===== src/rtl/cebms_pkg.sv =====
package cebms_pkg;

  // Instruction bytes
  localparam logic [7:0] OP_EX_DE_HL   = 8'hEB;
  localparam logic [7:0] OP_EX_AF_AF   = 8'h08;
  localparam logic [7:0] OP_EXX        = 8'hD9;
  localparam logic [7:0] OP_EX_SP_HL   = 8'hE3;
  localparam logic [7:0] PFX_IX        = 8'hDD;
  localparam logic [7:0] PFX_IY        = 8'hFD;
  localparam logic [7:0] PFX_ED        = 8'hED;
  localparam logic [7:0] BLK_MASK      = 8'hE6;
  localparam logic [7:0] BLK_MATCH     = 8'hA0;

  // Bit positions inside the second byte of a block instruction
  localparam int BLK_BIT_SEARCH = 0;
  localparam int BLK_BIT_DOWN   = 3;
  localparam int BLK_BIT_REPEAT = 4;

  // Flag bit positions in F
  localparam int FLAG_S  = 7;
  localparam int FLAG_Z  = 6;
  localparam int FLAG_H  = 4;
  localparam int FLAG_PV = 2;
  localparam int FLAG_N  = 1;

  // Emulated cycle counts
  localparam logic [4:0] CYC_NONE     = 5'd0;
  localparam logic [4:0] CYC_EX       = 5'd4;
  localparam logic [4:0] CYC_BLK_DONE = 5'd16;
  localparam logic [4:0] CYC_EX_SP_HL = 5'd19;
  localparam logic [4:0] CYC_BLK_RPT  = 5'd21;
  localparam logic [4:0] CYC_EX_SP_IX = 5'd23;

  typedef enum logic {
    KIND_EXEC = 1'b0,
    KIND_LOAD = 1'b1
  } kind_t;

  typedef enum logic [3:0] {
    PAIR_AF     = 4'd0,
    PAIR_BC     = 4'd1,
    PAIR_DE     = 4'd2,
    PAIR_HL     = 4'd3,
    PAIR_AF_ALT = 4'd4,
    PAIR_BC_ALT = 4'd5,
    PAIR_DE_ALT = 4'd6,
    PAIR_HL_ALT = 4'd7,
    PAIR_IX     = 4'd8,
    PAIR_IY     = 4'd9
  } pair_idx_t;

  typedef struct packed {
    logic [15:0] af;
    logic [15:0] bc;
    logic [15:0] de;
    logic [15:0] hl;
    logic [15:0] af_alt;
    logic [15:0] bc_alt;
    logic [15:0] de_alt;
    logic [15:0] hl_alt;
    logic [15:0] ix;
    logic [15:0] iy;
  } regs_t;

  typedef struct packed {
    logic        opcode;
    logic [7:0]  prefix_byte;
    logic [7:0]  second_byte;
    logic [7:0]  read_byte_lo;
    logic [7:0]  read_byte_hi;
    logic [3:0]  pair_index;
    logic [15:0] pair_value;
  } in_item_t;

  typedef struct packed {
    logic        recognized;
    logic [1:0]  pc_advance;
    logic [4:0]  cycles;
    logic [1:0]  write_count;
    logic [15:0] write_address;
    logic [15:0] write_data;
    logic [15:0] af_value;
    logic [15:0] bc_value;
    logic [15:0] de_value;
    logic [15:0] hl_value;
    logic [15:0] ix_value;
    logic [15:0] iy_value;
  } out_item_t;

endpackage


===== src/rtl/cebms_if.sv =====
interface cebms_in_if;
  logic        valid;
  logic        ready;
  logic        opcode;
  logic [7:0]  prefix_byte;
  logic [7:0]  second_byte;
  logic [7:0]  read_byte_lo;
  logic [7:0]  read_byte_hi;
  logic [3:0]  pair_index;
  logic [15:0] pair_value;

  modport source (
    output valid, opcode, prefix_byte, second_byte, read_byte_lo, read_byte_hi,
           pair_index, pair_value,
    input  ready
  );
  modport sink (
    input  valid, opcode, prefix_byte, second_byte, read_byte_lo, read_byte_hi,
           pair_index, pair_value,
    output ready
  );
endinterface

interface cebms_out_if;
  logic        valid;
  logic        ready;
  logic        recognized;
  logic [1:0]  pc_advance;
  logic [4:0]  cycles;
  logic [1:0]  write_count;
  logic [15:0] write_address;
  logic [15:0] write_data;
  logic [15:0] af_value;
  logic [15:0] bc_value;
  logic [15:0] de_value;
  logic [15:0] hl_value;
  logic [15:0] ix_value;
  logic [15:0] iy_value;

  modport source (
    output valid, recognized, pc_advance, cycles, write_count, write_address,
           write_data, af_value, bc_value, de_value, hl_value, ix_value, iy_value,
    input  ready
  );
  modport sink (
    input  valid, recognized, pc_advance, cycles, write_count, write_address,
           write_data, af_value, bc_value, de_value, hl_value, ix_value, iy_value,
    output ready
  );
endinterface


===== src/rtl/cpu_exchange_block_move_search_unit.sv =====
// Exchange / block transfer / block search execution unit (Z80 style).
//
// Input channel in_ch (valid/ready): one item is either an instruction to
// execute (prefix and second byte plus the memory bytes at the operand
// address) or a load of one register pair. Result channel out_ch carries
// one item per input item: recognition, PC advance, emulated cycle count,
// up to two bytes to write to memory and the register pairs after the step.
// cfg_wr_en/cfg_wr_data set the stack pointer used by EX (SP),rr; write it
// only while no item is in flight.
//
// An accepted item is held in the input register, decoded from there,
// and its result is loaded into the output register once that is free
// or being emptied. Throughput is one item per clock while the receiver
// keeps up; the single decode-and-update stage between the input and
// output registers sets that figure; the register file is updated at the
// same edge that loads the result, so the next item sees the new state.
//
// Reset (rst_n low, synchronous) clears all register pairs, IX, IY, the
// stack pointer and both valid flags. When the receiver stalls, the result
// holds in the output register, one more item may wait in the input
// register, and in_ch.ready drops only once both are full.
module cpu_exchange_block_move_search_unit (
  input  logic                clk,
  input  logic                rst_n,
  cebms_in_if.sink            in_ch,
  cebms_out_if.source         out_ch,
  input  logic                cfg_wr_en,
  input  logic [15:0]         cfg_wr_data
);

  logic                 s0_valid_r;
  cebms_pkg::in_item_t  s0_item_r;
  logic                 out_valid_r;
  cebms_pkg::out_item_t out_item_r;
  cebms_pkg::out_item_t out_item_nxt;
  cebms_pkg::regs_t     regs_r;
  cebms_pkg::regs_t     regs_nxt;
  logic [15:0]          sp_r;

  logic s0_adv;
  logic in_ready;

  // Block instruction helpers
  logic        blk_down;
  logic        blk_repeat;
  logic        blk_again;
  logic [15:0] bc_dec;
  logic        bc_nz;
  logic [7:0]  acc;
  logic [7:0]  diff;
  logic [7:0]  flags;
  logic [15:0] mem_word;

  // Move the input item forward whenever the output register is free or
  // being emptied this cycle.
  assign s0_adv   = s0_valid_r && (!out_valid_r || out_ch.ready);
  assign in_ready = !s0_valid_r || s0_adv;
  assign in_ch.ready = in_ready;

  always_comb begin
    regs_nxt   = regs_r;
    out_item_nxt = '0;
    mem_word   = {s0_item_r.read_byte_hi, s0_item_r.read_byte_lo};
    blk_down   = s0_item_r.second_byte[cebms_pkg::BLK_BIT_DOWN];
    blk_repeat = s0_item_r.second_byte[cebms_pkg::BLK_BIT_REPEAT];
    bc_dec     = regs_r.bc - 16'd1;
    bc_nz      = (bc_dec != 16'd0);
    acc        = regs_r.af[15:8];
    diff       = acc - s0_item_r.read_byte_lo;
    flags      = regs_r.af[7:0];
    blk_again  = 1'b0;

    if (s0_item_r.opcode == cebms_pkg::KIND_LOAD) begin
      out_item_nxt.recognized = 1'b1;
      unique case (cebms_pkg::pair_idx_t'(s0_item_r.pair_index))
        cebms_pkg::PAIR_AF:     regs_nxt.af     = s0_item_r.pair_value;
        cebms_pkg::PAIR_BC:     regs_nxt.bc     = s0_item_r.pair_value;
        cebms_pkg::PAIR_DE:     regs_nxt.de     = s0_item_r.pair_value;
        cebms_pkg::PAIR_HL:     regs_nxt.hl     = s0_item_r.pair_value;
        cebms_pkg::PAIR_AF_ALT: regs_nxt.af_alt = s0_item_r.pair_value;
        cebms_pkg::PAIR_BC_ALT: regs_nxt.bc_alt = s0_item_r.pair_value;
        cebms_pkg::PAIR_DE_ALT: regs_nxt.de_alt = s0_item_r.pair_value;
        cebms_pkg::PAIR_HL_ALT: regs_nxt.hl_alt = s0_item_r.pair_value;
        cebms_pkg::PAIR_IX:     regs_nxt.ix     = s0_item_r.pair_value;
        cebms_pkg::PAIR_IY:     regs_nxt.iy     = s0_item_r.pair_value;
        default:                out_item_nxt.recognized = 1'b0;
      endcase
    end else if (s0_item_r.prefix_byte == cebms_pkg::OP_EX_DE_HL) begin
      regs_nxt.de = regs_r.hl;
      regs_nxt.hl = regs_r.de;
      out_item_nxt.recognized = 1'b1;
      out_item_nxt.pc_advance = 2'd1;
      out_item_nxt.cycles     = cebms_pkg::CYC_EX;
    end else if (s0_item_r.prefix_byte == cebms_pkg::OP_EX_AF_AF) begin
      regs_nxt.af     = regs_r.af_alt;
      regs_nxt.af_alt = regs_r.af;
      out_item_nxt.recognized = 1'b1;
      out_item_nxt.pc_advance = 2'd1;
      out_item_nxt.cycles     = cebms_pkg::CYC_EX;
    end else if (s0_item_r.prefix_byte == cebms_pkg::OP_EXX) begin
      regs_nxt.bc     = regs_r.bc_alt;
      regs_nxt.de     = regs_r.de_alt;
      regs_nxt.hl     = regs_r.hl_alt;
      regs_nxt.bc_alt = regs_r.bc;
      regs_nxt.de_alt = regs_r.de;
      regs_nxt.hl_alt = regs_r.hl;
      out_item_nxt.recognized = 1'b1;
      out_item_nxt.pc_advance = 2'd1;
      out_item_nxt.cycles     = cebms_pkg::CYC_EX;
    end else if (s0_item_r.prefix_byte == cebms_pkg::OP_EX_SP_HL) begin
      regs_nxt.hl = mem_word;
      out_item_nxt.write_data    = regs_r.hl;
      out_item_nxt.write_address = sp_r;
      out_item_nxt.write_count   = 2'd2;
      out_item_nxt.recognized    = 1'b1;
      out_item_nxt.pc_advance    = 2'd1;
      out_item_nxt.cycles        = cebms_pkg::CYC_EX_SP_HL;
    end else if ((s0_item_r.prefix_byte == cebms_pkg::PFX_IX ||
                  s0_item_r.prefix_byte == cebms_pkg::PFX_IY) &&
                 s0_item_r.second_byte == cebms_pkg::OP_EX_SP_HL) begin
      // EX (SP),IX / EX (SP),IY
      if (s0_item_r.prefix_byte == cebms_pkg::PFX_IX) begin
        out_item_nxt.write_data = regs_r.ix;
        regs_nxt.ix = mem_word;
      end else begin
        out_item_nxt.write_data = regs_r.iy;
        regs_nxt.iy = mem_word;
      end
      out_item_nxt.write_address = sp_r;
      out_item_nxt.write_count   = 2'd2;
      out_item_nxt.recognized    = 1'b1;
      out_item_nxt.pc_advance    = 2'd2;
      out_item_nxt.cycles        = cebms_pkg::CYC_EX_SP_IX;
    end else if (s0_item_r.prefix_byte == cebms_pkg::PFX_ED &&
                 (s0_item_r.second_byte & cebms_pkg::BLK_MASK) == cebms_pkg::BLK_MATCH) begin
      // One step of LDI/LDD/CPI/CPD and their repeat forms
      regs_nxt.bc = bc_dec;
      regs_nxt.hl = blk_down ? (regs_r.hl - 16'd1) : (regs_r.hl + 16'd1);
      flags[cebms_pkg::FLAG_PV] = bc_nz;
      if (!s0_item_r.second_byte[cebms_pkg::BLK_BIT_SEARCH]) begin
        regs_nxt.de = blk_down ? (regs_r.de - 16'd1) : (regs_r.de + 16'd1);
        flags[cebms_pkg::FLAG_H] = 1'b0;
        flags[cebms_pkg::FLAG_N] = 1'b0;
        out_item_nxt.write_address = regs_r.de;
        out_item_nxt.write_data    = {8'd0, s0_item_r.read_byte_lo};
        out_item_nxt.write_count   = 2'd1;
        blk_again = blk_repeat && bc_nz;
      end else begin
        flags[cebms_pkg::FLAG_S] = diff[7];
        flags[cebms_pkg::FLAG_Z] = (diff == 8'd0);
        flags[cebms_pkg::FLAG_H] = (acc[3:0] < s0_item_r.read_byte_lo[3:0]);
        flags[cebms_pkg::FLAG_N] = 1'b1;
        blk_again = blk_repeat && bc_nz && (diff != 8'd0);
      end
      regs_nxt.af = {acc, flags};
      out_item_nxt.recognized = 1'b1;
      out_item_nxt.pc_advance = blk_again ? 2'd0 : 2'd2;
      out_item_nxt.cycles     = blk_again ? cebms_pkg::CYC_BLK_RPT : cebms_pkg::CYC_BLK_DONE;
    end

    out_item_nxt.af_value = regs_nxt.af;
    out_item_nxt.bc_value = regs_nxt.bc;
    out_item_nxt.de_value = regs_nxt.de;
    out_item_nxt.hl_value = regs_nxt.hl;
    out_item_nxt.ix_value = regs_nxt.ix;
    out_item_nxt.iy_value = regs_nxt.iy;
  end

  // Control state, architectural registers and the stack pointer
  always_ff @(posedge clk) begin
    if (!rst_n) begin
      s0_valid_r  <= 1'b0;
      out_valid_r <= 1'b0;
      regs_r      <= '0;
      sp_r        <= '0;
    end else begin
      if (in_ready) begin
        s0_valid_r <= in_ch.valid;
      end
      if (s0_adv) begin
        out_valid_r <= 1'b1;
        regs_r      <= regs_nxt;
      end else if (out_ch.ready) begin
        out_valid_r <= 1'b0;
      end
      if (cfg_wr_en) begin
        sp_r <= cfg_wr_data;
      end
    end
  end

  // Payload registers: capture on accept, hold while stalled
  always_ff @(posedge clk) begin
    if (in_ch.valid && in_ready) begin
      s0_item_r <= '{opcode:       in_ch.opcode,
                     prefix_byte:  in_ch.prefix_byte,
                     second_byte:  in_ch.second_byte,
                     read_byte_lo: in_ch.read_byte_lo,
                     read_byte_hi: in_ch.read_byte_hi,
                     pair_index:   in_ch.pair_index,
                     pair_value:   in_ch.pair_value};
    end
    if (s0_adv) begin
      out_item_r <= out_item_nxt;
    end
  end

  assign out_ch.valid         = out_valid_r;
  assign out_ch.recognized    = out_item_r.recognized;
  assign out_ch.pc_advance    = out_item_r.pc_advance;
  assign out_ch.cycles        = out_item_r.cycles;
  assign out_ch.write_count   = out_item_r.write_count;
  assign out_ch.write_address = out_item_r.write_address;
  assign out_ch.write_data    = out_item_r.write_data;
  assign out_ch.af_value      = out_item_r.af_value;
  assign out_ch.bc_value      = out_item_r.bc_value;
  assign out_ch.de_value      = out_item_r.de_value;
  assign out_ch.hl_value      = out_item_r.hl_value;
  assign out_ch.ix_value      = out_item_r.ix_value;
  assign out_ch.iy_value      = out_item_r.iy_value;

endmodule


===== src/flat_wrapper.sv =====
// flat-port wrapper written by rule: the top's interface ports become plain ports
module cpu_exchange_block_move_search_unit_flat 
  (clk, rst_n, cfg_wr_en, cfg_wr_data, in_ch_valid, in_ch_opcode, in_ch_prefix_byte, in_ch_second_byte, in_ch_read_byte_lo, in_ch_read_byte_hi, in_ch_pair_index, in_ch_pair_value, in_ch_ready, out_ch_valid, out_ch_recognized, out_ch_pc_advance, out_ch_cycles, out_ch_write_count, out_ch_write_address, out_ch_write_data, out_ch_af_value, out_ch_bc_value, out_ch_de_value, out_ch_hl_value, out_ch_ix_value, out_ch_iy_value, out_ch_ready);
  cebms_in_if in_ch_i ();
  cebms_out_if out_ch_i ();
  input  logic clk;
  input  logic rst_n;
  input  logic cfg_wr_en;
  input  logic [15:0] cfg_wr_data;
  input wire logic [$bits(in_ch_i.valid)-1:0] in_ch_valid;
  input wire logic [$bits(in_ch_i.opcode)-1:0] in_ch_opcode;
  input wire logic [$bits(in_ch_i.prefix_byte)-1:0] in_ch_prefix_byte;
  input wire logic [$bits(in_ch_i.second_byte)-1:0] in_ch_second_byte;
  input wire logic [$bits(in_ch_i.read_byte_lo)-1:0] in_ch_read_byte_lo;
  input wire logic [$bits(in_ch_i.read_byte_hi)-1:0] in_ch_read_byte_hi;
  input wire logic [$bits(in_ch_i.pair_index)-1:0] in_ch_pair_index;
  input wire logic [$bits(in_ch_i.pair_value)-1:0] in_ch_pair_value;
  output wire logic [$bits(in_ch_i.ready)-1:0] in_ch_ready;
  output wire logic [$bits(out_ch_i.valid)-1:0] out_ch_valid;
  output wire logic [$bits(out_ch_i.recognized)-1:0] out_ch_recognized;
  output wire logic [$bits(out_ch_i.pc_advance)-1:0] out_ch_pc_advance;
  output wire logic [$bits(out_ch_i.cycles)-1:0] out_ch_cycles;
  output wire logic [$bits(out_ch_i.write_count)-1:0] out_ch_write_count;
  output wire logic [$bits(out_ch_i.write_address)-1:0] out_ch_write_address;
  output wire logic [$bits(out_ch_i.write_data)-1:0] out_ch_write_data;
  output wire logic [$bits(out_ch_i.af_value)-1:0] out_ch_af_value;
  output wire logic [$bits(out_ch_i.bc_value)-1:0] out_ch_bc_value;
  output wire logic [$bits(out_ch_i.de_value)-1:0] out_ch_de_value;
  output wire logic [$bits(out_ch_i.hl_value)-1:0] out_ch_hl_value;
  output wire logic [$bits(out_ch_i.ix_value)-1:0] out_ch_ix_value;
  output wire logic [$bits(out_ch_i.iy_value)-1:0] out_ch_iy_value;
  input wire logic [$bits(out_ch_i.ready)-1:0] out_ch_ready;
  assign in_ch_i.valid = in_ch_valid;
  assign in_ch_i.opcode = in_ch_opcode;
  assign in_ch_i.prefix_byte = in_ch_prefix_byte;
  assign in_ch_i.second_byte = in_ch_second_byte;
  assign in_ch_i.read_byte_lo = in_ch_read_byte_lo;
  assign in_ch_i.read_byte_hi = in_ch_read_byte_hi;
  assign in_ch_i.pair_index = in_ch_pair_index;
  assign in_ch_i.pair_value = in_ch_pair_value;
  assign in_ch_ready = in_ch_i.ready;
  assign out_ch_valid = out_ch_i.valid;
  assign out_ch_recognized = out_ch_i.recognized;
  assign out_ch_pc_advance = out_ch_i.pc_advance;
  assign out_ch_cycles = out_ch_i.cycles;
  assign out_ch_write_count = out_ch_i.write_count;
  assign out_ch_write_address = out_ch_i.write_address;
  assign out_ch_write_data = out_ch_i.write_data;
  assign out_ch_af_value = out_ch_i.af_value;
  assign out_ch_bc_value = out_ch_i.bc_value;
  assign out_ch_de_value = out_ch_i.de_value;
  assign out_ch_hl_value = out_ch_i.hl_value;
  assign out_ch_ix_value = out_ch_i.ix_value;
  assign out_ch_iy_value = out_ch_i.iy_value;
  assign out_ch_i.ready = out_ch_ready;
  cpu_exchange_block_move_search_unit u_core (.clk(clk), .rst_n(rst_n), .in_ch(in_ch_i), .out_ch(out_ch_i), .cfg_wr_en(cfg_wr_en), .cfg_wr_data(cfg_wr_data));
endmodule

===== config.mk =====
export PLATFORM = sky130hd
export DESIGN_NAME = cpu_exchange_block_move_search_unit_flat
export DESIGN_NICKNAME = d
export VERILOG_FILES = /design/src/rtl/cebms_pkg.sv /design/src/rtl/cebms_if.sv /design/src/rtl/cpu_exchange_block_move_search_unit.sv /design/src/flat_wrapper.sv
export SDC_FILE = /design/constraint.sdc
export NUM_CORES = 1
export LEC_CHECK = 0
export BUFFER_PORTS_ARGS = -buffer_cell sky130_fd_sc_hd__buf_4
export CAP_MARGIN = 30
export CORE_ASPECT_RATIO = 2
export CORE_MARGIN = 3
export CORE_UTILIZATION = 40
export DETAILED_ROUTE_END_ITERATION = 10
export PLACE_DENSITY = 0.69
export SLEW_MARGIN = 20
export SYNTH_ARGS = -nofsm -noshare
export SYNTH_HDL_FRONTEND = slang
export SYNTH_SLANG_ARGS = --single-unit

===== constraint.sdc =====
create_clock -name clk -period 7.1 [get_ports clk]
set_clock_uncertainty 0.15 [all_clocks]
set_input_delay 0.355 -clock clk [delete_from_list [all_inputs] [get_ports clk]]
set_output_delay 0.355 -clock clk [all_outputs]
set_load 0.03 [all_outputs]

==> flow_summary.toml <==
[setup_path]
worst_setup_path_end_kind = "flop"
worstPathMaxFanout = 32
crit_path_frequent_cell = "a21oi_1"
cp.required_ns = 7.21
cp.arrival_ns = 4.24
cp_cell_sequence = "buf_4, ha_1, o21ai_0, o21ai_0, a21oi_1, o211a_1, or3_1, a21oi_1, xnor2_1, a21oi_1"
critPathMaxStageDelay_ns = 0.60
crit_path_start = "u_core.blk_down"
r2r_start = "u_core.blk_down"
critPathSlowestCell = "o21ai_0"
crit_type = "reg -> reg"
critPathLaunchType = "flop"

[status]
violations = "design-rule violations"
status = "complete, but fails checks"

[route]
via_per_inst = 6.19
ant_nets = 0
drc_errors = 2
drtIter0Drc = 1905
vias = 17980
drt_wl_total_um = 79300
firstDrtPassIters = 9
routedWlPerCell_um = 27.3

[cells_and_area]
fin_nets = 2365
mostFrequentLayoutCells = "nor2_1 (265), buf_4 (256), nand2_1 (215), a21oi_1 (214), edfxtp_1 (189)"
final_common_cell = "nor2_1"
drive_gt1_share_pct = 16.2
area_growth_pct = 21.5

[yosys]
synthCells = 2033
synth-main-ff-cell = "edfxtp_1"
async_reset_ff_share_pct = 0
seq_area_frac_synth_pct = 48.9
synth_seq_cells = 367
syn_avg_cell_area_um2 = 9.29
synth_area_um2 = 18900
yosysWarnings = 0
yosysUniqueCellTypes = 88
synth_edf_count = 189
syn-num-nets = 2148

[clock_network]
clkSinkCount = 367
h-tree-depth = 2
cts_max_path_buffers = 3
numCtsBuffers = 36
insertion_delay_ns = 0.55
tritoncts = "built"
cts.root.buffer_cell = "clkbuf_16"
path_clk_slew_ns = 0.07

[sta]
setup_viol = 0
fin_setup_tns_ns = 0
max_freq_mhz = 242
finalCritPeriodShare_pct = 58.1
grt_setup_unrepaired = "no"
maxSlewHeadroom_pct = 34.4
hold_viol = 0
min_period_ns = 4.13
worst_slew_pin_slew_ns = 0.984
slew_violations = 0

[job]
drv_cap = 0

[power_and_ir_drop]
switching_share_pct = 28.6
p_per_area_nw_per_um2 = 225
switchingPower_mw = 1.48
peakVddDrop_mv = 0.163
power_frac_seq_pct = 47.6
total_power_mw = 5.17
p_leak_nw = 8.65
clockPowerShare_pct = 38.4
intPower_mw = 3.69
combPwrFrac_pct = 14.0

[floorplan]
start_util_pct = 40.5
fp.dieW_um = 160
std_cell_rows = 112
io_pins = 214
dieArea_um2 = 50000
coreArea_um2 = 46700
dieHeight_um = 313

[global_route]
grt_remaining_overflow = 0
grt_max_degree = 105
grt_pass1_wl_um = 116000
grt_antenna_before_repair = 0
grt_use_total_pct = 30.7
first_global_vias = 17753

[placement]
gp_congestion = 1.06
portBuffers = 212
dp_hpwl_um = 55600

[worst_hold_path]
hold_path_startpoint = "cfg_wr_en"
hold_class = "in -> reg"
## path summary, 6_finish.rpt
kind                                      to  slack (ns)  cells past startpoint
hold / removal               u_core.sp_r[10]        0.12                      3
setup / recovery  u_core.out_ch.hl_value[15]        2.97                     10
setup reg to reg  u_core.out_ch.hl_value[15]        2.97                     10
hold reg to reg            u_core.regs_r[18]        0.31                      2
## cell usage after synthesis (all sizes together) (14+ instances only)
library cell  number  area, um^2
nand2            216         818
buf               39         195
o21ai             90         462
mux2i             55         551
a31oi             23         144
a22o              38         333
nor2             267        1010
dfxtp            178        3560
inv               38         143
ha                38         475
a21o              35         263
a21oi            215        1080
o22ai             27         169
edfxtp           189        5680
nand3             37         185
a211oi            66         500
a221oi            14         123
nor3              59         322
and2              23         144
clkbuf           110         413
## power groups by stage
stage | Clock (mW) | Sequential [mW] | Combinational, mW
2_1_floorplan | 0 | 2.52 | 0.357
3_3_place_gp | 0 | 2.50 | 0.673
3_5_place_dp | 0 | 2.50 | 0.680
4_1_cts | 2.02 | 2.45 | 0.716
5_1_grt | 2.09 | 2.46 | 0.776
6_report | 1.98 | 2.46 | 0.726
## routing by layer
| layer | GRT usage (%) | part of all wire (%) | vias to the layer above |
|---|---|---|---|
| met5 | 0 | 0 | - |
| met3 | 5.10 | 7.4 | 357 |
| met4 | 25.9 | 11 | 0 |
| met2 | 51.9 | 48 | 1060 |
| met1 | 33.4 | 34 | 8577 |
| li1 | - | - | 7986 |
## area by class of cell
| cell class | count | area, um^2 |
|---|---|---|
| antenna | 1 | 2.50 |
| clock buffer | 43 | 968 |
| clock inverter | 21 | 216 |
| fill | 4331 | 23700 |
| inverter | 38 | 155 |
| multi-input combinational | 1479 | 8940 |
| sequential | 367 | 9240 |
| tap | 627 | 785 |
| timing repair buffer | 328 | 2640 |
## sequential cells by signal (all words and copies together), names as in the netlist
| register | flops |
|---|---|
| u_core.s0_valid_r | 1 |
| u_core.out_ch.write_data | 16 |
| u_core.blk_down | 1 |
| u_core.out_ch.pc_advance | 2 |
| u_core.regs_r | 149 |
| u_core.out_ch.recognized | 1 |
| u_core.out_ch.de_value | 16 |
| u_core.flags | 3 |
| u_core.blk_repeat | 1 |
| u_core.out_ch.bc_value | 16 |
| u_core.out_ch.af_value | 16 |
| u_core.out_ch.valid | 1 |
| u_core.out_ch.write_count | 1 |
| u_core.out_ch.iy_value | 16 |
| u_core.acc | 8 |
| u_core.sp_r | 16 |
| u_core.out_ch.hl_value | 16 |
| u_core.out_ch.ix_value | 16 |
| u_core.out_ch.write_address | 16 |
| u_core.s0_item_r | 35 |
| u_core.mem_word | 16 |
| u_core.out_ch.cycles | 4 |
## cells by family (layout without fill, tap and decap cells)
group	count (synthesis)	count (layout)	synth area share, %
AO/OA/AOI/OAI	650	650	22.8
XOR/XNOR	24	24	1.11
flip-flops	367	367	48.9
buffers and inverters	187	430	3.98
other	1	2	0.0199
multiplexers	64	64	3.45
adder cells (fa/ha/maj)	41	41	2.84
AND/OR/NAND/NOR	699	699	16.9
## through the flow
step | instances | util (%) | hold slack, ns | setup WS [ns] | instance area (um^2)
2_1_floorplan | 2033 | - | 0.286 | 1.20 | 18900
3_5_place_dp | 2767 | 45.1 | 0.300 | 3.05 | 21000
4_1_cts | 2902 | 49.1 | 0.112 | 3.01 | 22900
6_report | 2904 | 49.2 | 0.123 | 2.97 | 22900
3_3_place_gp | 2767 | 45.1 | 0.294 | 3.01 | 21000
5_1_grt | 2903 | 49.2 | 0.143 | 2.91 | 22900
## critical path, delay by kind of cell, from the launching register on
| family | cells | cell delay [ns] |
|---|---|---|
| DFF | 1 | 0.46 |
| xor gates and xnor gates | 1 | 0.20 |
| AOI/OAI and AO/OA | 6 | 1.86 |
| and+or+nand+nor | 1 | 0.36 |
| adders and majority gates | 1 | 0.31 |
| buffers and inverters | 1 | 0.47 |
## what timing repair did
| action | CTS | global route |
|---|---|---|
| gates resized for setup | 0 | 0 |
| hold buffers | 71 | 0 |
| buffers inserted | 0 | 0 |
| endpoints found under the hold margin | 71 | 0 |
(Power assumes the default switching activity.)
